===== src/sv/smtp_pkg.sv =====
// Shared types and constants for the stack map table parser.
// Used by every module of the block; depends on nothing else.
package smtp_pkg;

    // one input item: a raw attribute byte and its end marker
    typedef struct packed {
        logic [7:0] data_byte;
        logic       last_byte;
    } in_item_t;

    // one result item
    typedef struct packed {
        logic [2:0]  record_kind;
        logic [2:0]  frame_kind;
        logic [15:0] frame_offset;
        logic [15:0] count_value;
        logic [7:0]  type_tag;
        logic [15:0] type_operand;
        logic        has_operand;
        logic        table_done;
        logic [1:0]  status;
    } out_item_t;

    // parse position within the attribute
    typedef enum logic [4:0] {
        PH_CNT_HI   = 5'd0,
        PH_CNT_LO   = 5'd1,
        PH_FTAG     = 5'd2,
        PH_DELTA_HI = 5'd3,
        PH_DELTA_LO = 5'd4,
        PH_LCNT_HI  = 5'd5,
        PH_LCNT_LO  = 5'd6,
        PH_SCNT_HI  = 5'd7,
        PH_SCNT_LO  = 5'd8,
        PH_VTAG     = 5'd9,
        PH_VOP_HI   = 5'd10,
        PH_VOP_LO   = 5'd11,
        PH_DONE     = 5'd12,
        PH_SKIP     = 5'd13
    } phase_t;

    // record kinds
    localparam logic [2:0] REC_TABLE_COUNT = 3'd0;
    localparam logic [2:0] REC_HEADER      = 3'd1;
    localparam logic [2:0] REC_LOCAL_COUNT = 3'd2;
    localparam logic [2:0] REC_STACK_COUNT = 3'd3;
    localparam logic [2:0] REC_LOCAL_TYPE  = 3'd4;
    localparam logic [2:0] REC_STACK_TYPE  = 3'd5;
    localparam logic [2:0] REC_STATUS      = 3'd6;

    // frame kinds
    localparam logic [2:0] FK_SAME    = 3'd0;
    localparam logic [2:0] FK_SAME_L1 = 3'd1;
    localparam logic [2:0] FK_CHOP    = 3'd2;
    localparam logic [2:0] FK_APPEND  = 3'd3;
    localparam logic [2:0] FK_FULL    = 3'd4;

    // status codes
    localparam logic [1:0] ST_OK        = 2'd0;
    localparam logic [1:0] ST_BAD_TAG   = 2'd1;
    localparam logic [1:0] ST_TRAILING  = 2'd2;
    localparam logic [1:0] ST_TRUNCATED = 2'd3;

    // frame tag boundaries
    localparam logic [7:0] TAG_SAME_L1_MIN = 8'd64;
    localparam logic [7:0] TAG_RESERVED    = 8'd128;
    localparam logic [7:0] TAG_SAME_L1_EXT = 8'd247;
    localparam logic [7:0] TAG_CHOP_MIN    = 8'd248;
    localparam logic [7:0] TAG_SAME_EXT    = 8'd251;
    localparam logic [7:0] TAG_APPEND_MIN  = 8'd252;
    localparam logic [7:0] TAG_FULL        = 8'd255;

    // verification types that carry a 16-bit operand
    localparam logic [7:0] VT_OBJECT = 8'd7;
    localparam logic [7:0] VT_UNINIT = 8'd8;

endpackage


===== src/sv/smtp_in_stage.sv =====
// Input register of the stack map table parser.
// Holds one accepted item until the parser consumes it; uses smtp_pkg.
module smtp_in_stage (
    input  logic              aclk,
    input  logic              aresetn,
    input  logic              s_valid,
    output logic              s_ready,
    input  smtp_pkg::in_item_t s_item,
    input  logic              advance,
    output logic              item_valid,
    output smtp_pkg::in_item_t item
);

    logic               valid_reg;
    logic               valid_next;
    smtp_pkg::in_item_t item_reg;

    // free when empty or when the held item moves on this cycle
    assign s_ready    = !valid_reg || advance;
    assign valid_next = s_ready ? s_valid : valid_reg;

    always_ff @(posedge aclk) begin
        if (!aresetn) begin
            valid_reg <= 1'b0;
        end else begin
            valid_reg <= valid_next;
        end
    end

    // payload register
    always_ff @(posedge aclk) begin
        if (s_valid && s_ready) begin
            item_reg <= s_item;
        end
    end

    assign item_valid = valid_reg;
    assign item       = item_reg;

endmodule


===== src/sv/smtp_parser.sv =====
// Parse state and one-byte step of the stack map table parser.
// Consumes one held item per step and forms at most one record; uses smtp_pkg.
module smtp_parser (
    input  logic               aclk,
    input  logic               aresetn,
    input  logic               step_en,
    input  smtp_pkg::in_item_t item,
    output logic               rec_valid,
    output smtp_pkg::out_item_t rec
);

    smtp_pkg::phase_t phase_reg, phase_next;
    logic [7:0]  hold_reg, hold_next;
    logic [15:0] frames_reg, frames_next;
    logic [15:0] locals_reg, locals_next;
    logic [15:0] stack_reg, stack_next;
    logic [2:0]  fkind_reg, fkind_next;
    logic [15:0] delta_reg, delta_next;
    logic [7:0]  ptag_reg, ptag_next;
    logic        in_stack_reg, in_stack_next;
    logic        err_reg, err_next;

    // state registers
    always_ff @(posedge aclk) begin
        if (!aresetn) begin
            phase_reg    <= smtp_pkg::PH_CNT_HI;
            hold_reg     <= '0;
            frames_reg   <= '0;
            locals_reg   <= '0;
            stack_reg    <= '0;
            fkind_reg    <= '0;
            delta_reg    <= '0;
            ptag_reg     <= '0;
            in_stack_reg <= 1'b0;
            err_reg      <= 1'b0;
        end else begin
            phase_reg    <= phase_next;
            hold_reg     <= hold_next;
            frames_reg   <= frames_next;
            locals_reg   <= locals_next;
            stack_reg    <= stack_next;
            fkind_reg    <= fkind_next;
            delta_reg    <= delta_next;
            ptag_reg     <= ptag_next;
            in_stack_reg <= in_stack_next;
            err_reg      <= err_next;
        end
    end

    // one parse step
    always_comb begin
        logic [7:0]  b;
        logic        last;
        logic [15:0] word;
        logic [15:0] frames_dec;
        logic [15:0] locals_dec;
        logic [15:0] stack_dec;
        logic [1:0]  err;
        logic        have;
        logic [2:0]  e_kind;
        logic [15:0] e_cnt;
        logic [7:0]  e_ttag;
        logic [15:0] e_top;
        logic        e_hop;
        logic [2:0]  type_kind;

        b          = item.data_byte;
        last       = item.last_byte;
        word       = {hold_reg, b};
        frames_dec = frames_reg - 16'd1;
        locals_dec = locals_reg - 16'd1;
        stack_dec  = stack_reg - 16'd1;
        type_kind  = in_stack_reg ? smtp_pkg::REC_STACK_TYPE : smtp_pkg::REC_LOCAL_TYPE;
        err        = smtp_pkg::ST_OK;
        have       = 1'b0;
        e_kind     = smtp_pkg::REC_TABLE_COUNT;
        e_cnt      = '0;
        e_ttag     = '0;
        e_top      = '0;
        e_hop      = 1'b0;

        phase_next    = phase_reg;
        hold_next     = hold_reg;
        frames_next   = frames_reg;
        locals_next   = locals_reg;
        stack_next    = stack_reg;
        fkind_next    = fkind_reg;
        delta_next    = delta_reg;
        ptag_next     = ptag_reg;
        in_stack_next = in_stack_reg;
        err_next      = err_reg;
        rec           = '0;

        if (step_en && !(phase_reg == smtp_pkg::PH_SKIP || err_reg)) begin
            case (phase_reg)
                smtp_pkg::PH_CNT_HI, smtp_pkg::PH_DELTA_HI, smtp_pkg::PH_LCNT_HI,
                smtp_pkg::PH_SCNT_HI, smtp_pkg::PH_VOP_HI: begin
                    hold_next  = b;
                    phase_next = smtp_pkg::phase_t'(phase_reg + 5'd1);
                end
                smtp_pkg::PH_CNT_LO: begin
                    frames_next = word;
                    have        = 1'b1;
                    e_kind      = smtp_pkg::REC_TABLE_COUNT;
                    e_cnt       = word;
                    phase_next  = (word == 16'd0) ? smtp_pkg::PH_DONE : smtp_pkg::PH_FTAG;
                end
                smtp_pkg::PH_FTAG: begin
                    locals_next = '0;
                    stack_next  = '0;
                    if (b < smtp_pkg::TAG_SAME_L1_MIN) begin
                        fkind_next  = smtp_pkg::FK_SAME;
                        delta_next  = {8'd0, b};
                        have        = 1'b1;
                        e_kind      = smtp_pkg::REC_HEADER;
                        frames_next = frames_dec;
                        phase_next  = (frames_dec == 16'd0) ? smtp_pkg::PH_DONE
                                                            : smtp_pkg::PH_FTAG;
                    end else if (b < smtp_pkg::TAG_RESERVED) begin
                        fkind_next    = smtp_pkg::FK_SAME_L1;
                        delta_next    = {8'd0, b - smtp_pkg::TAG_SAME_L1_MIN};
                        have          = 1'b1;
                        e_kind        = smtp_pkg::REC_HEADER;
                        stack_next    = 16'd1;
                        in_stack_next = 1'b1;
                        phase_next    = smtp_pkg::PH_VTAG;
                    end else if (b == smtp_pkg::TAG_SAME_L1_EXT) begin
                        fkind_next = smtp_pkg::FK_SAME_L1;
                        phase_next = smtp_pkg::PH_DELTA_HI;
                    end else if (b >= smtp_pkg::TAG_CHOP_MIN && b < smtp_pkg::TAG_SAME_EXT) begin
                        fkind_next  = smtp_pkg::FK_CHOP;
                        locals_next = {8'd0, smtp_pkg::TAG_SAME_EXT - b};
                        phase_next  = smtp_pkg::PH_DELTA_HI;
                    end else if (b == smtp_pkg::TAG_SAME_EXT) begin
                        fkind_next = smtp_pkg::FK_SAME;
                        phase_next = smtp_pkg::PH_DELTA_HI;
                    end else if (b >= smtp_pkg::TAG_APPEND_MIN && b < smtp_pkg::TAG_FULL) begin
                        fkind_next  = smtp_pkg::FK_APPEND;
                        locals_next = {8'd0, b - smtp_pkg::TAG_SAME_EXT};
                        phase_next  = smtp_pkg::PH_DELTA_HI;
                    end else if (b == smtp_pkg::TAG_FULL) begin
                        fkind_next = smtp_pkg::FK_FULL;
                        phase_next = smtp_pkg::PH_DELTA_HI;
                    end else begin
                        err = smtp_pkg::ST_BAD_TAG;
                    end
                end
                smtp_pkg::PH_DELTA_LO: begin
                    delta_next = word;
                    have       = 1'b1;
                    e_kind     = smtp_pkg::REC_HEADER;
                    if (fkind_reg == smtp_pkg::FK_CHOP || fkind_reg == smtp_pkg::FK_APPEND) begin
                        e_cnt = locals_reg;
                    end
                    if (fkind_reg == smtp_pkg::FK_SAME_L1) begin
                        stack_next    = 16'd1;
                        in_stack_next = 1'b1;
                        phase_next    = smtp_pkg::PH_VTAG;
                    end else if (fkind_reg == smtp_pkg::FK_APPEND) begin
                        in_stack_next = 1'b0;
                        phase_next    = smtp_pkg::PH_VTAG;
                    end else if (fkind_reg == smtp_pkg::FK_FULL) begin
                        phase_next = smtp_pkg::PH_LCNT_HI;
                    end else begin
                        locals_next = '0;
                        frames_next = frames_dec;
                        phase_next  = (frames_dec == 16'd0) ? smtp_pkg::PH_DONE
                                                            : smtp_pkg::PH_FTAG;
                    end
                end
                smtp_pkg::PH_LCNT_LO: begin
                    locals_next   = word;
                    have          = 1'b1;
                    e_kind        = smtp_pkg::REC_LOCAL_COUNT;
                    e_cnt         = word;
                    in_stack_next = 1'b0;
                    phase_next    = (word == 16'd0) ? smtp_pkg::PH_SCNT_HI : smtp_pkg::PH_VTAG;
                end
                smtp_pkg::PH_SCNT_LO: begin
                    stack_next    = word;
                    have          = 1'b1;
                    e_kind        = smtp_pkg::REC_STACK_COUNT;
                    e_cnt         = word;
                    in_stack_next = 1'b1;
                    if (word == 16'd0) begin
                        frames_next = frames_dec;
                        phase_next  = (frames_dec == 16'd0) ? smtp_pkg::PH_DONE
                                                            : smtp_pkg::PH_FTAG;
                    end else begin
                        phase_next = smtp_pkg::PH_VTAG;
                    end
                end
                smtp_pkg::PH_VTAG, smtp_pkg::PH_VOP_LO: begin
                    if (phase_reg == smtp_pkg::PH_VTAG) begin
                        ptag_next = b;
                    end
                    if (phase_reg == smtp_pkg::PH_VTAG &&
                        (b == smtp_pkg::VT_OBJECT || b == smtp_pkg::VT_UNINIT)) begin
                        phase_next = smtp_pkg::PH_VOP_HI;
                    end else begin
                        // type item complete
                        have   = 1'b1;
                        e_kind = type_kind;
                        if (phase_reg == smtp_pkg::PH_VTAG) begin
                            e_ttag = b;
                        end else begin
                            e_ttag = ptag_reg;
                            e_top  = word;
                            e_hop  = 1'b1;
                        end
                        if (in_stack_reg) begin
                            stack_next = stack_dec;
                            if (stack_dec == 16'd0) begin
                                frames_next = frames_dec;
                                phase_next  = (frames_dec == 16'd0) ? smtp_pkg::PH_DONE
                                                                    : smtp_pkg::PH_FTAG;
                            end else begin
                                phase_next = smtp_pkg::PH_VTAG;
                            end
                        end else begin
                            locals_next = locals_dec;
                            if (locals_dec != 16'd0) begin
                                phase_next = smtp_pkg::PH_VTAG;
                            end else if (fkind_reg == smtp_pkg::FK_FULL) begin
                                phase_next = smtp_pkg::PH_SCNT_HI;
                            end else begin
                                frames_next = frames_dec;
                                phase_next  = (frames_dec == 16'd0) ? smtp_pkg::PH_DONE
                                                                    : smtp_pkg::PH_FTAG;
                            end
                        end
                    end
                end
                smtp_pkg::PH_DONE: begin
                    err = smtp_pkg::ST_TRAILING;
                end
                default: begin
                    err = smtp_pkg::ST_TRUNCATED;
                end
            endcase

            // assemble the record from the updated frame context
            rec.record_kind  = e_kind;
            rec.count_value  = e_cnt;
            rec.type_tag     = e_ttag;
            rec.type_operand = e_top;
            rec.has_operand  = e_hop;
            if (e_kind inside {[smtp_pkg::REC_HEADER:smtp_pkg::REC_STACK_TYPE]}) begin
                rec.frame_kind   = fkind_next;
                rec.frame_offset = delta_next;
            end

            // error and end-of-attribute overrides
            if (err != smtp_pkg::ST_OK) begin
                rec             = '0;
                rec.record_kind = smtp_pkg::REC_STATUS;
                rec.table_done  = 1'b1;
                rec.status      = err;
                have            = 1'b1;
                if (!last) begin
                    phase_next = smtp_pkg::PH_SKIP;
                    err_next   = 1'b1;
                end
            end else if (last) begin
                if (!have) begin
                    rec             = '0;
                    rec.record_kind = smtp_pkg::REC_STATUS;
                    have            = 1'b1;
                end
                rec.table_done = 1'b1;
                rec.status     = (phase_next == smtp_pkg::PH_DONE) ? smtp_pkg::ST_OK
                                                                   : smtp_pkg::ST_TRUNCATED;
            end
        end

        // last byte re-arms for the next attribute
        if (step_en && last) begin
            phase_next    = smtp_pkg::PH_CNT_HI;
            hold_next     = '0;
            frames_next   = '0;
            locals_next   = '0;
            stack_next    = '0;
            fkind_next    = '0;
            delta_next    = '0;
            ptag_next     = '0;
            in_stack_next = 1'b0;
            err_next      = 1'b0;
        end

        rec_valid = have;
    end

endmodule


===== src/sv/stack_map_table_parser_top.sv =====
// Top level of the stack map table parser: input register, parse step, result register.
// Depends on smtp_pkg, smtp_in_stage and smtp_parser.
//
// Usage: attribute body bytes enter on the s_ channel one item at a time,
// with last_byte set on the final byte. Each byte yields zero or one record
// on the m_ channel (table count, frame header, counts, verification types,
// or a status-only record). The record that ends an attribute carries
// table_done, with status ok, invalid tag, trailing bytes or truncated.
// After an error, bytes are dropped silently until the last byte.
// A byte waits in the input register until the result register is free or drains;
// its record is then registered in the result register and is valid on m_ from
// there until the receiver takes it.
// Throughput: one byte per cycle unless the receiver stalls; the whole parse
// step is one pass of combinational logic between the input and result registers.
// Reset (aresetn low, synchronous) empties both registers and returns the
// parser to expecting the frame count high byte.
// When the receiver stalls, the result register holds its record and the
// input register holds one more byte; s_ready then stays low until m_ready.
module stack_map_table_parser_top (
    input  logic                aclk,
    input  logic                aresetn,
    input  logic                s_valid,
    output logic                s_ready,
    input  smtp_pkg::in_item_t  s_item,
    output logic                m_valid,
    input  logic                m_ready,
    output smtp_pkg::out_item_t m_item
);

    logic                advance;
    logic                held_valid;
    smtp_pkg::in_item_t  held_item;
    logic                rec_valid;
    smtp_pkg::out_item_t rec;
    logic                out_valid_reg, out_valid_next;
    smtp_pkg::out_item_t out_item_reg;

    // step when a byte is held and the result register is free or drains this cycle
    assign advance = held_valid && (!out_valid_reg || m_ready);

    smtp_in_stage u_in_stage (
        .aclk       (aclk),
        .aresetn    (aresetn),
        .s_valid    (s_valid),
        .s_ready    (s_ready),
        .s_item     (s_item),
        .advance    (advance),
        .item_valid (held_valid),
        .item       (held_item)
    );

    smtp_parser u_parser (
        .aclk      (aclk),
        .aresetn   (aresetn),
        .step_en   (advance),
        .item      (held_item),
        .rec_valid (rec_valid),
        .rec       (rec)
    );

    // result register
    assign out_valid_next = advance ? rec_valid : (out_valid_reg && !m_ready);

    always_ff @(posedge aclk) begin
        if (!aresetn) begin
            out_valid_reg <= 1'b0;
        end else begin
            out_valid_reg <= out_valid_next;
        end
    end

    always_ff @(posedge aclk) begin
        if (advance && rec_valid) begin
            out_item_reg <= rec;
        end
    end

    assign m_valid = out_valid_reg;
    assign m_item  = out_item_reg;

    // a nonzero status only on the record that ends the attribute
    assert property (@(posedge aclk) disable iff (!aresetn)
        m_valid && !m_item.table_done |-> m_item.status == smtp_pkg::ST_OK)
        else $error("status set on a record that does not end the attribute");

    // a status-only record always ends the attribute
    assert property (@(posedge aclk) disable iff (!aresetn)
        m_valid && m_item.record_kind == smtp_pkg::REC_STATUS |-> m_item.table_done)
        else $error("status-only record without table_done");

    // an operand only travels with a type record
    assert property (@(posedge aclk) disable iff (!aresetn)
        m_valid && m_item.has_operand |->
            (m_item.record_kind == smtp_pkg::REC_LOCAL_TYPE ||
             m_item.record_kind == smtp_pkg::REC_STACK_TYPE))
        else $error("operand flag on a non-type record");

    // a held byte that cannot step is still held next cycle
    assert property (@(posedge aclk) disable iff (!aresetn)
        held_valid && !advance |=> held_valid)
        else $error("input byte lost while the result register was full");

endmodule

===== config.mk =====
export PLATFORM = sky130hd
export DESIGN_NAME = stack_map_table_parser_top
export DESIGN_NICKNAME = d
export VERILOG_FILES = /design/src/sv/smtp_pkg.sv /design/src/sv/smtp_in_stage.sv /design/src/sv/smtp_parser.sv /design/src/sv/stack_map_table_parser_top.sv
export SDC_FILE = /design/constraint.sdc
export NUM_CORES = 1
export LEC_CHECK = 0
export BUFFER_PORTS_ARGS = -buffer_cell sky130_fd_sc_hd__buf_2
export CELL_PAD_IN_SITES_DETAIL_PLACEMENT = 0
export CELL_PAD_IN_SITES_GLOBAL_PLACEMENT = 1
export CORE_UTILIZATION = 46
export CTS_CLUSTER_DIAMETER = 80
export DETAILED_ROUTE_END_ITERATION = 10
export PLACE_DENSITY = 0.79
export SLEW_MARGIN = 10
export SYNTH_ARGS = -nofsm -noshare
export SYNTH_HDL_FRONTEND = slang
export SYNTH_SLANG_ARGS = --single-unit

===== constraint.sdc =====
create_clock -name aclk -period 6.7 [get_ports aclk]
set_input_delay 0.67 -clock aclk [delete_from_list [all_inputs] [get_ports aclk]]
set_output_delay 0.67 -clock aclk [all_outputs]
set_load 0.05 [all_outputs]

# ---- Word-level counts from Yosys, hierarchy flattened
# Index checks and enable logic that the tools add are counted.
dict set report classes {
  mux 107
  addsub 7
  n_eq_ne 37
  order_cmp 8
  reduce_logical 43
  bitwise 3
}
# op count
set ops {}
lappend ops {{$mux 16} 29}
lappend ops {{$mux 66} 3}
lappend ops {{$pmux 16 s4} 2}
lappend ops {{$mux 5} 19}
lappend ops {{$pmux 16 s5} 1}
lappend ops {{$pmux 16 s2} 2}
lappend ops {{$logic_not 16->1} 3}
lappend ops {{$sub 16x1->16 const B} 3}
lappend ops {{$eq 5x4->1 const B} 7}
lappend ops {{$pmux 5 s7} 1}
lappend ops {{$mux 3} 11}
lappend ops {{$mux 8} 4}
lappend ops {{$eq 8x8->1 const B} 3}
lappend ops {{$lt 8x8->1 const B} 3}
lappend ops {{$eq 5x3->1 const B} 4}
lappend ops {{$mux 1} 19}
lappend ops {{$mux 19} 1}
lappend ops {{$ge 8x8->1 const B} 2}
lappend ops {{$mux 2} 8}
lappend ops {{$reduce_bool 16->1} 1}
lappend ops {{$pmux 3 s5} 1}
lappend ops {{$mux 4} 3}
lappend ops {{$ne 2x2->1 const B} 6}
lappend ops {{$reduce_bool 4->1} 3}
lappend ops {{other kinds (38)} 66}
dict set report totals {
  ff_bits 167
  out_inout_bits 68
}

# ---- Depth between registers and ports, before layout
# Gate-level depths: netlist of run 1.
dict set report depth {
  word_depth 14
  depth_mapped 13
  depth_no_buf 11
}

# ---- Hierarchy
# Synthesis of run 1 repeated with hierarchy kept, for this count alone.
dict set report hier_totals {
  cells_unflattened 1090
  area_unflattened_um2 9366.5
}
# module n_inst seq_area_each_um2 area_per_inst_um2 cells_each
set modules_own_cells {}
lappend modules_own_cells {smtp_parser 1 1801.7 6982.9 1004}
lappend modules_own_cells {stack_map_table_parser_top 1 2001.9 2055.7 72}
lappend modules_own_cells {smtp_in_stage 1 290.3 327.8 14}

# ---- Least setup slack after synthesis of run 1
# OpenSTA, ideal clock, no wires.
dict set report synth_path {
  path_kind {register to register}
  start {register u_parser.phase_reg[1]}
  end {register out_item_reg (netlist bit m_item[0]), enable pin}
  t_required_ns 6.187
  setup_time_ns 0.513
  n_path_buf 2
  arrival_time_ns 5.105
  path_stages_with_launch 11
  slack_ns 1.081
  period_less_slack_ns 5.619
  path_cell_list {dfxtp_1 inv_1 ha_1 clkbuf_1 nor3_1 o32a_1 buf_2 nand3_2 o21ai_0 nor2_1 a21oi_1}
}
dict set report synth_via {
  elab_chain_cells 9
  elab_cells_between_ends 31
  cone_classes {eq/ne (13); mux (8); reduce/logical (10)}
}
# item line_no
set synth_rtl {}
lappend synth_rtl {{start, declared} smtp_parser.sv:12} ;# smtp_pkg::phase_t phase_reg, phase_next;
lappend synth_rtl {{start signal, assigned} smtp_parser.sv:26} ;# phase_reg <= smtp_pkg::PH_CNT_HI;
lappend synth_rtl {{start signal, assigned} smtp_parser.sv:37} ;# phase_reg <= phase_next;
lappend synth_rtl {{branches (longest 7 deep; another with $reduce_or 11->1)} -}
lappend synth_rtl {{$mux 1 (*)} smtp_parser.sv:94} ;# if (step_en && !(phase_reg == smtp_pkg::PH_SKIP || err_reg)) begin
lappend synth_rtl {{$logic_and 1x1->1 (*)} stack_map_table_parser_top.sv:73} ;# if (advance && rec_valid) begin
lappend synth_rtl {{end signal, assigned} stack_map_table_parser_top.sv:74} ;# out_item_reg <= rec;
lappend synth_rtl {{end, declared} stack_map_table_parser_top.sv:36} ;# smtp_pkg::out_item_t out_item_reg;
# Every way passes the cells marked *. The select of a mux whose other input is x is not followed.
# A chain may end at the register's enable or synchronous reset.

# ---- Final worst setup path of run 1
dict set report layout_path {
  start {register u_parser.phase_reg[1]}
  end {register out_item_reg (netlist bit m_item[39]), enable pin}
}
# The elaborated chain is that of the path after synthesis.

==> results of run 1 <==
[cells in the final DEF (no fill, tap or decap), types with 5 or more instances in the layout]
cell,netlist,routed
nor2b_1,6,6
or3_1,6,6
nand4_1,9,9
nor3b_1,7,6
a221oi_1,7,7
and3_1,6,6
o22ai_1,8,8
nand3b_1,8,8
dfxtp_1,92,92
buf_2,9,80
a31oi_1,11,11
a21oi_1,102,101
edfxtp_1,75,75
nor4_1,9,9
nand2b_1,12,12
o21a_1,6,6
a211oi_1,13,13
xnor2_1,12,12
xor2_1,15,15
inv_8,0,5
ha_1,17,17
nand3_1,32,32
clkbuf_16,0,17
inv_1,21,21
nor3_1,23,23
a22o_1,5,5
a22oi_1,58,58
and2_1,23,23
buf_4,2,16
nand2_1,131,130
o21ai_0,68,68
o21ai_1,11,11
nor2_1,154,154
[where the power goes]
group          internal [µW]  switching, µW
clock                    544            486
sequential              1110           61.9
combinational            185            410
[per-stage QoR]
stage / hold WS, ns / instances / total power (µW) / instance area (µm²)
floorplan: 0.436 / 1127 / 1630 / 9560
global placement: 0.445 / 1407 / 1790 / 10100
detailed placement: 0.447 / 1407 / 1780 / 10100
CTS: 0.399 / 1439 / 2800 / 10700
global route: 0.385 / 1439 / 2910 / 10700
finish: 0.402 / 1439 / 2800 / 10700
[layer usage]
metal / part of all wire [%] / routed length (µm) / vias to the layer above
met5: 0 / 0 / -
met4: 2.1 / 609 / 0
met3: 6.8 / 1940 / 45
met2: 45 / 12900 / 348
met1: 46 / 13100 / 4068
li1: - / - / 4149
[cell type report]
class                           count  area (µm²)
Sequential cell                   167        4090
Timing Repair Buffer               96         520
Fill cell                        1957        9600
Tap cell                          270         338
Multi-Input combinational cell    853        5050
Inverter                           21        78.8
Clock buffer                       17         425
Clock inverter                     15         195
[worst min path at each step]
stage,start,endpoint,slack (ns),cells past startpoint
2_1_floorplan,u_parser.ptag_reg[4],u_parser.ptag_reg[4],0.44,2
3_3_place_gp,u_parser.ptag_reg[4],u_parser.ptag_reg[4],0.44,2
3_5_place_dp,u_parser.delta_reg[5],u_parser.delta_reg[5],0.45,2
4_1_cts,s_item[7],u_in_stage.item[7],0.40,1
5_1_grt,s_item[7],u_in_stage.item[7],0.38,1
6_report,s_item[7],u_in_stage.item[7],0.40,1
[logic make-up after synthesis]
logic type,Yosys count
compound gates,334
xor+xnor,27
flops,167
buf+inv,107
fa+ha+maj,17
mux,5
simple gates,470
[worst register-to-register path, stage by stage (launching register included)]
cell	delay (ns)
dfxtp_1	0.46
inv_1	0.10
ha_1	0.33
nor3_1	0.43
o32a_1	0.76
nand3_2	0.26
o21ai_0	0.22
nor2_1	0.18
a21oi_4	0.14
buf_4	0.64
==> results.sh, run 1 <==
export IMPL_outcome="finished, final reports clean"
export IMPL_synthAdderAreaFrac_pct=2.22
export IMPL_met2_usage_pct=41.9
export IMPL_worstMarginPinSlew_ns=1.22
export IMPL_crit_chain="inv_1 > ha_1 > nor3_1 > o32a_1 > nand3_2 > o21ai_0 > nor2_1 > a21oi_4 > buf_4"
export IMPL_clock_tree_root_cell="clkbuf_16"
export IMPL_grt_usage_pct=27.1
export IMPL_num_nets_final=1186
export IMPL_hold_buffers=0
export IMPL_max_cap_violations=0
export IMPL_synth_xor_area_share_pct=2.47
export IMPL_io_pins=81
export IMPL_cts_tree="built"
export IMPL_n_antenna_cell=0
export IMPL_ir_worst_vdd_mv=0.172
export IMPL_cts_buffer_depth=2
export IMPL_p_leak_uw=0.00379
export IMPL_place_congestion=0.969
export IMPL_synthSimpleGateAreaFrac_pct=25.0
export IMPL_yosys_top_cells_area="edfxtp_1, dfxtp_1, nor2_1, a21oi_1, nand2_1"
export IMPL_cp_depth=9
export IMPL_finalHoldViolations=0
export IMPL_period_needed_ns=3.95
export IMPL_synth_top_family_by_area="simple AND/OR/NAND/NOR gates"
export IMPL_ys_seq_area_share_pct=42.8
export IMPL_r2r_cells=9
export IMPL_htree_levels=4
export IMPL_hold_class="in2reg"
export IMPL_dp_hpwl_mm=19.0
export IMPL_period_share_pct=59.0
export IMPL_coreArea_um2=20300
export IMPL_arrival_ns=4.02
export IMPL_final_util_pct=52.7
export IMPL_finalSetupViolations=0
export IMPL_finalWorstSetupSlack_ns=2.75
export IMPL_grt_overflow=0
export IMPL_path_delay_family="compound AO/OA/AOI/OAI gates"
export IMPL_worstSetupStartpointType="flop"
export IMPL_clk_latency_ns=0.44
export IMPL_yosys_warnings=0
export IMPL_drt_iter0_markers=821
export IMPL_dieHeight_um=146
export IMPL_finalSetupTns_ns=0
export IMPL_synth_seq_cells=167
export IMPL_first_pass_iters=6
export IMPL_largest_register_ffs=66
export IMPL_r2r_start="u_parser.phase_reg[1]"
export IMPL_yosys_top_cells_count="nor2_1, nand2_1, a21oi_1, dfxtp_1, edfxtp_1"
export IMPL_r2r_end="m_item[39]"
export IMPL_synth_compound_area_share_pct=22.4
export IMPL_fin_skew_ns=0.0190
export IMPL_rsz0062_at_grt="no"
export IMPL_synth_most_common_cell="nor2_1"
export IMPL_placement_io_buffers=80
export IMPL_num_vias=8610
export IMPL_syn_num_nets=1157
export IMPL_synth_area_leader_cell="edfxtp_1"
export IMPL_max_stage_delay_ns=0.76
export IMPL_drv_slew=0
export IMPL_end_kind="flop"
export IMPL_wl_per_cell_um=19.9
export IMPL_drt_wl_total_mm=28.6
export IMPL_synth_enable_flop_cells=75
export IMPL_worstSetupEndpoint="m_item[39]"
export IMPL_slowest_stage="o32a_1"
export IMPL_clock_fmax_ghz=0.253
export IMPL_relSlewSlack_pct=18.6
export IMPL_r2r_slack_ns=2.75
export IMPL_cts_sinks=167
export IMPL_postSynthCellCount=1127
export IMPL_grtUsageMet3_pct=5.63
export IMPL_clk_pin_slew_worst_paths_ns=0.07
export IMPL_synth_area_um2=9560
export IMPL_grt_pass1_wl_mm=45.1
export IMPL_initial_utilization_pct=47.1
export IMPL_route_detailed_drc=0
export IMPL_place_ws_ns=2.85
export IMPL_synth_flop_cell="dfxtp_1"
export IMPL_die_x_um=146
export IMPL_drive_above_1_share_pct=14.8
export IMPL_crit_start="u_parser.phase_reg[1]"
export IMPL_use_met1_pct=38.2
export IMPL_power_density_nw_per_um2=261
export IMPL_post_cts_resized=0
export IMPL_crit_required_ns=6.76
export IMPL_path_class="reg2reg"
export IMPL_top_usage_layer="met2"
export IMPL_grt_max_degree=81
export IMPL_die_area_um2=21400
export IMPL_antenna_found_initial=0
export IMPL_avgSynthCellArea_um2=8.49
export IMPL_synth_mux_area_share_pct=0.536
export IMPL_drtAntennaViolNets=0
export IMPL_synth_distinct_cells=87
export IMPL_crit_fanout=67
export IMPL_crit_buf_inv=2
export IMPL_syn2layout_area_growth_pct=11.9
export IMPL_ys_async_sr_fraction_pct=0
export IMPL_num_rows=52
export IMPL_grt_pass1_vias=7847
export IMPL_vias_per_cell=5.98
export IMPL_cts_buffers=17
export IMPL_cts_setup_buffers=0
export IMPL_yosysTopAreaCellShare_pct=23.5
(Power assumes the default switching activity.)
==> inputs of run 2 (changes only) <==
--- a/config.mk
+++ b/config.mk
@@ -8,10 +8,10 @@
 export BUFFER_PORTS_ARGS = -buffer_cell sky130_fd_sc_hd__buf_2
 export CELL_PAD_IN_SITES_DETAIL_PLACEMENT = 0
 export CELL_PAD_IN_SITES_GLOBAL_PLACEMENT = 1
-export CORE_UTILIZATION = 46
+export CORE_UTILIZATION = 41
 export CTS_CLUSTER_DIAMETER = 80
 export DETAILED_ROUTE_END_ITERATION = 10
-export PLACE_DENSITY = 0.79
+export PLACE_DENSITY = 0.74
 export SLEW_MARGIN = 10
 export SYNTH_ARGS = -nofsm -noshare
 export SYNTH_HDL_FRONTEND = slang
==> constraint.sdc (replaced) <==
create_clock -name aclk -period 3.51 [get_ports aclk]
set_input_delay 0.351 -clock aclk [delete_from_list [all_inputs] [get_ports aclk]]
set_output_delay 0.351 -clock aclk [all_outputs]
set_load 0.05 [all_outputs]
==> run 2 against run 1 <==
Maximum frequency is 19% higher. Power increased by 96%. Critical path depth rose by 2. Utilization down 3.4 points. Non-clock buffer count up 57. Critical path type unchanged. Clock power up 95%. Register-to-register slack lost 2.5 ns. Highest routed layer unchanged. Largest power group unchanged. Count of clock-buffer cells in the layout did not move.
==> results.sh, run 2 (synthesized netlist as in run 1, its figures left out) <==
export IMPL_clock_tree_root_cell="clkbuf_16"
export IMPL_drt_wl_total_mm=30.7
export IMPL_end_kind="flop"
export IMPL_drtAntennaViolNets=0
export IMPL_initial_utilization_pct=42.0
export IMPL_place_congestion=0.934
export IMPL_final_util_pct=49.3
export IMPL_period_needed_ns=3.31
export IMPL_hold_class="in2reg"
export IMPL_largest_register_ffs=66
export IMPL_path_delay_family="compound AO/OA/AOI/OAI gates"
export IMPL_finalWorstSetupSlack_ns=0.202
export IMPL_num_vias=8897
export IMPL_worstSetupEndpoint="m_item[0]"
export IMPL_outcome="finished, final reports clean"
export IMPL_finalSetupViolations=0
export IMPL_fin_skew_ns=0.0210
export IMPL_slowest_stage="or4_4"
export IMPL_cp_depth=11
export IMPL_r2r_start="u_parser.frames_reg[1]"
export IMPL_cts_sinks=167
export IMPL_post_dp_cell_area_um2=10600
export IMPL_clock_fmax_ghz=0.302
export IMPL_htree_levels=4
export IMPL_period_share_pct=94.2
export IMPL_clk_latency_ns=0.45
export IMPL_cts_tree="built"
export IMPL_p_leak_uw=0.00408
export IMPL_ff_latch_area_um2=4090
export IMPL_vias_per_cell=5.78
export IMPL_grt_usage_pct=26.3
export IMPL_finalHoldViolations=0
export IMPL_dp_hpwl_mm=21.6
export IMPL_finalSetupTns_ns=0
export IMPL_antenna_found_initial=0
export IMPL_placement_io_buffers=80
export IMPL_place_ws_ns=0.116
export IMPL_cts_setup_buffers=0
export IMPL_power_density_nw_per_um2=489
export IMPL_grt_max_degree=51
export IMPL_coreArea_um2=22800
export IMPL_n_antenna_cell=0
export IMPL_grt_overflow=0
export IMPL_grt_pass1_vias=8244
export IMPL_multi_input_area_um2=5060
export IMPL_hold_buffers=0
export IMPL_drt_iter0_markers=724
export IMPL_relSlewSlack_pct=22.0
export IMPL_die_x_um=155
export IMPL_max_stage_delay_ns=0.55
export IMPL_syn2layout_area_growth_pct=17.4
export IMPL_worstMarginPinSlew_ns=1.16
export IMPL_r2r_end="m_item[0]"
export IMPL_num_nets_final=1243
export IMPL_crit_chain="inv_1 > ha_2 > or3b_4 > o32ai_1 > a22oi_1 > or4_4 > o21a_1 > o2111ai_2 > o211ai_1 > o31ai_2 > a21oi_1"
export IMPL_wl_per_cell_um=20.0
export IMPL_clk_pin_slew_worst_paths_ns=0.09
export IMPL_io_pins=81
export IMPL_n_fill_cell=2177
export IMPL_mostFrequentLayoutCell="nor2_1"
export IMPL_cts_buffers=17
export IMPL_die_area_um2=23900
export IMPL_crit_fanout=7
export IMPL_r2r_cells=11
export IMPL_path_class="reg2reg"
export IMPL_grt_pass1_wl_mm=48.4
export IMPL_first_pass_iters=8
export IMPL_dieHeight_um=155
export IMPL_drv_slew=0
export IMPL_route_detailed_drc=0
export IMPL_stdcell_area_um2=11200
export IMPL_cts_buffer_depth=2
export IMPL_num_rows=55
export IMPL_hold_slack_ns=0.0717
export IMPL_worstSetupStartpointType="flop"
export IMPL_crit_buf_inv=1
export IMPL_arrival_ns=3.49
export IMPL_r2r_slack_ns=0.20
export IMPL_final_cell_mix="nor2_1, nand2_1, a21oi_1"
export IMPL_max_cap_violations=0
export IMPL_drive_above_1_share_pct=19.1
export IMPL_crit_start="u_parser.frames_reg[1]"
export IMPL_ir_worst_vdd_mv=0.318
export IMPL_rsz0062_at_grt="no"
export IMPL_crit_required_ns=3.69
## run 2: changes by cell type in the layout (fill, tap and decap cells not counted)
cell | before | now
nor2_1 | 154 | 153
buf_4 | 16 | 70
nor4_1 | 9 | 8
ha_1 | 17 | 16
ha_2 | 0 | 1
o21ai_1 | 11 | 10
clkinvlp_4 | 0 | 1
o21ai_2 | 1 | 2
nor2_2 | 0 | 1
clkinv_4 | 2 | 1
buf_12 | 0 | 3
nor4_2 | 2 | 3
## run 2: worst min-delay path by stage
stage	cells after the start	slack, ns	end	start
after floorplan	2	0.44	u_parser.ptag_reg[4]	u_parser.ptag_reg[4]
after global placement	2	0.44	u_parser.phase_reg[4]	u_parser.phase_reg[4]
after detailed placement	2	0.44	u_parser.phase_reg[4]	u_parser.phase_reg[4]
after CTS	1	0.07	u_in_stage.item[2]	s_item[2]
after global routing	1	0.07	u_in_stage.item[2]	s_item[2]
final	1	0.07	u_in_stage.item[2]	s_item[2]
## run 2: routing by layer
| layer | wire (µm) | up-vias | global-route usage [%] |
|---|---|---|---|
| li1 | - | 4267 | - |
| met1 | 14200 | 4255 | 36.7 |
| met2 | 13800 | 314 | 40.9 |
| met3 | 1850 | 61 | 4.51 |
| met4 | 844 | 0 | 9.24 |
| met5 | 0 | - | 0 |
## run 2: area by class of cell
| class | instances | area share [%] |
|---|---|---|
| clock buffer | 17 | 3.79 |
| clock inverter | 15 | 1.73 |
| inverter | 21 | 0.702 |
| multi-input combinational | 853 | 45.1 |
| sequential | 167 | 36.5 |
| tap | 313 | 3.49 |
| timing repair buffer | 153 | 8.78 |
## run 2: power breakdown
part,internal (µW),switching (µW),leakage (µW)
registers,2120,70.1,0.00149
logic,427,871,0.00229
clock network,1040,969,0.000300
total,3580,1910,0.00408
## run 2: through the flow
step / total power (µW) / cells
after floorplan: 3110 / 1127
after global placement: 3500 / 1507
after detailed placement: 3500 / 1507
after CTS: 5490 / 1539
after global routing: 5700 / 1539
final: 5490 / 1539
## run 2: what timing repair did
action / 4_1_cts / 5_1_grt
gates resized for setup: 0 / 2
hold endpoints to repair: 0 / 0
setup endpoints to repair: 0 / 2
==> inputs of run 3 (changes only) <==
--- a/config.mk
+++ b/config.mk
@@ -8,6 +8,7 @@
 export BUFFER_PORTS_ARGS = -buffer_cell sky130_fd_sc_hd__buf_2
 export CELL_PAD_IN_SITES_DETAIL_PLACEMENT = 0
 export CELL_PAD_IN_SITES_GLOBAL_PLACEMENT = 1
+export CORE_MARGIN = 2
 export CORE_UTILIZATION = 41
 export CTS_CLUSTER_DIAMETER = 80
 export DETAILED_ROUTE_END_ITERATION = 10
==> run 3 against run 2 <==
Worst hold slack improved by 0.011 ns. Critical path type unchanged. First-iteration DRC count rose by 8.7%. Global-route usage is 0.87 points lower. Sequential share of layout area down 0.089 points. Count of clock-buffer cells in the layout unchanged.
==> results.sh, run 3 (synthesized netlist as in run 1, its figures left out) <==
export IMPL_num_vias=8904
export IMPL_largest_register_ffs=66
export IMPL_seqPwrFrac_pct=40.3
export IMPL_grt_max_degree=44
export IMPL_io_pins=81
export IMPL_final_cell_mix="nor2_1, nand2_1, a21oi_1"
export IMPL_finalSetupTns_ns=0
export IMPL_post_dp_cell_area_um2=10600
export IMPL_grt_usage_pct=25.4
export IMPL_syn2layout_area_growth_pct=17.7
export IMPL_clock_tree_root_cell="clkbuf_16"
export IMPL_drive_above_1_share_pct=19.5
export IMPL_route_detailed_drc=0
export IMPL_placement_io_buffers=80
export IMPL_ir_worst_vdd_mv=0.322
export IMPL_num_nets_final=1249
export IMPL_finalSetupViolations=0
export IMPL_cts_buffer_depth=2
export IMPL_worstSetupStartpointType="flop"
export IMPL_worstMarginPinSlew_ns=1.07
export IMPL_drt_wl_total_mm=30.8
export IMPL_end_kind="flop"
export IMPL_dp_hpwl_mm=21.8
export IMPL_cts_buffers=17
export IMPL_period_share_pct=94.1
export IMPL_antenna_found_initial=0
export IMPL_crit_required_ns=3.69
export IMPL_dieHeight_um=157
export IMPL_r2r_slack_ns=0.21
export IMPL_outcome="finished, final reports clean"
export IMPL_power_density_nw_per_um2=484
export IMPL_period_needed_ns=3.30
export IMPL_cts_tree="built"
export IMPL_finalHoldViolations=0
export IMPL_clock_fmax_ghz=0.303
export IMPL_grt_pass1_wl_mm=48.1
export IMPL_relSlewSlack_pct=28.4
export IMPL_die_x_um=157
export IMPL_grt_pass1_vias=8370
export IMPL_cts_sinks=167
export IMPL_htree_levels=4
export IMPL_path_class="reg2reg"
export IMPL_n_antenna_cell=0
export IMPL_drv_slew=0
export IMPL_wl_per_cell_um=19.9
export IMPL_fin_skew_ns=0.0145
export IMPL_share_comb_of_total_power_pct=23.7
export IMPL_clkPwrFrac_pct=36.1
export IMPL_internal_power_uw=3580
export IMPL_die_area_um2=24600
export IMPL_mostFrequentLayoutCell="nor2_1"
export IMPL_grt_overflow=0
export IMPL_stdcell_area_um2=11300
export IMPL_p_switching_uw=1860
export IMPL_initial_utilization_pct=42.0
export IMPL_first_pass_iters=5
export IMPL_drtAntennaViolNets=0
export IMPL_rsz0062_at_grt="no"
export IMPL_crit_fanout=9
export IMPL_num_rows=55
export IMPL_coreArea_um2=22800
export IMPL_p_leak_uw=0.00410
export IMPL_clk_latency_ns=0.44
export IMPL_place_congestion=0.949
export IMPL_clk_pin_slew_worst_paths_ns=0.08
export IMPL_drt_iter0_markers=787
export IMPL_vias_per_cell=5.76
export IMPL_arrival_ns=3.48
export IMPL_max_cap_violations=0
export IMPL_swShare_pct=34.2
export IMPL_hold_class="in2reg"
-- run 3: cell types whose count changed in the layout (fill, tap and decap cells not counted) --
cell / before / now
buf_12: 3 / 1
clkinv_8: 3 / 5
inv_12: 1 / 0
buf_4: 70 / 78
inv_6: 3 / 2
-- run 3: layout make-up --
cell class	instances	area, µm²
clock buffers	17	425
repair buffers	159	1010
clock inverters	15	201
inverters	21	78.8
well taps	313	392
fillers	2207	11500
flip-flops and latches	167	4090
multi-input cells	853	5060
-- run 3: timing repair --
action,in CTS,in global routing
hold buffers,0,0
gates resized for setup,0,2
endpoints found under the setup margin,0,2
buffers inserted,0,0
-- run 3: stage by stage --
step	hold slack [ns]	power (µW)	setup slack [ns]	std cells	utilization, %
finish	0.0828	5450	0.209	1545	49.4
detailed placement	0.447	3500	0.238	1513	46.6
global route	0.0705	5660	0.0180	1545	49.4
floorplan	0.436	3110	0.0425	1127	-
global placement	0.442	3510	0.126	1513	46.6
CTS	0.0641	5470	0.224	1545	49.4
-- run 3: worst max-delay path, cell delays in order (launching register included) --
cell      delay (ns)
dfxtp_1         0.48
inv_1           0.11
ha_1            0.31
or4bb_1         0.51
a21oi_1         0.11
a211oi_1        0.37
o221ai_1        0.22
a21boi_0        0.18
a211oi_1        0.25
o21ai_1         0.13
o31ai_2         0.28
a21oi_1         0.10
-- run 3: worst paths after layout --
check / to / start / cells after the start
worst max-delay path: m_item[1] / u_parser.phase_reg[1] / 11
worst min-delay path: u_in_stage.item[3] / s_item[3] / 1
worst max register to register: m_item[1] / u_parser.phase_reg[1] / 11
worst min register to register: u_parser.delta_reg[5] / u_parser.delta_reg[5] / 2
-- run 3: power by group through the flow --
stage	sequential (µW)	clock, µW	combinational [µW]
global route	2200	2070	1400
global placement	2230	0	1270
floorplan	2350	0	763
detailed placement	2230	0	1270
CTS	2190	2010	1270
finish	2190	1960	1290
-- run 3: per-layer routing --
metal	GRT usage (%)	vias up	share of wire, %
li1	-	4279	-
met5	0	-	0
met4	9.52	0	2.9
met3	4.74	50	6.5
met1	34.9	4230	46
met2	39.8	345	45
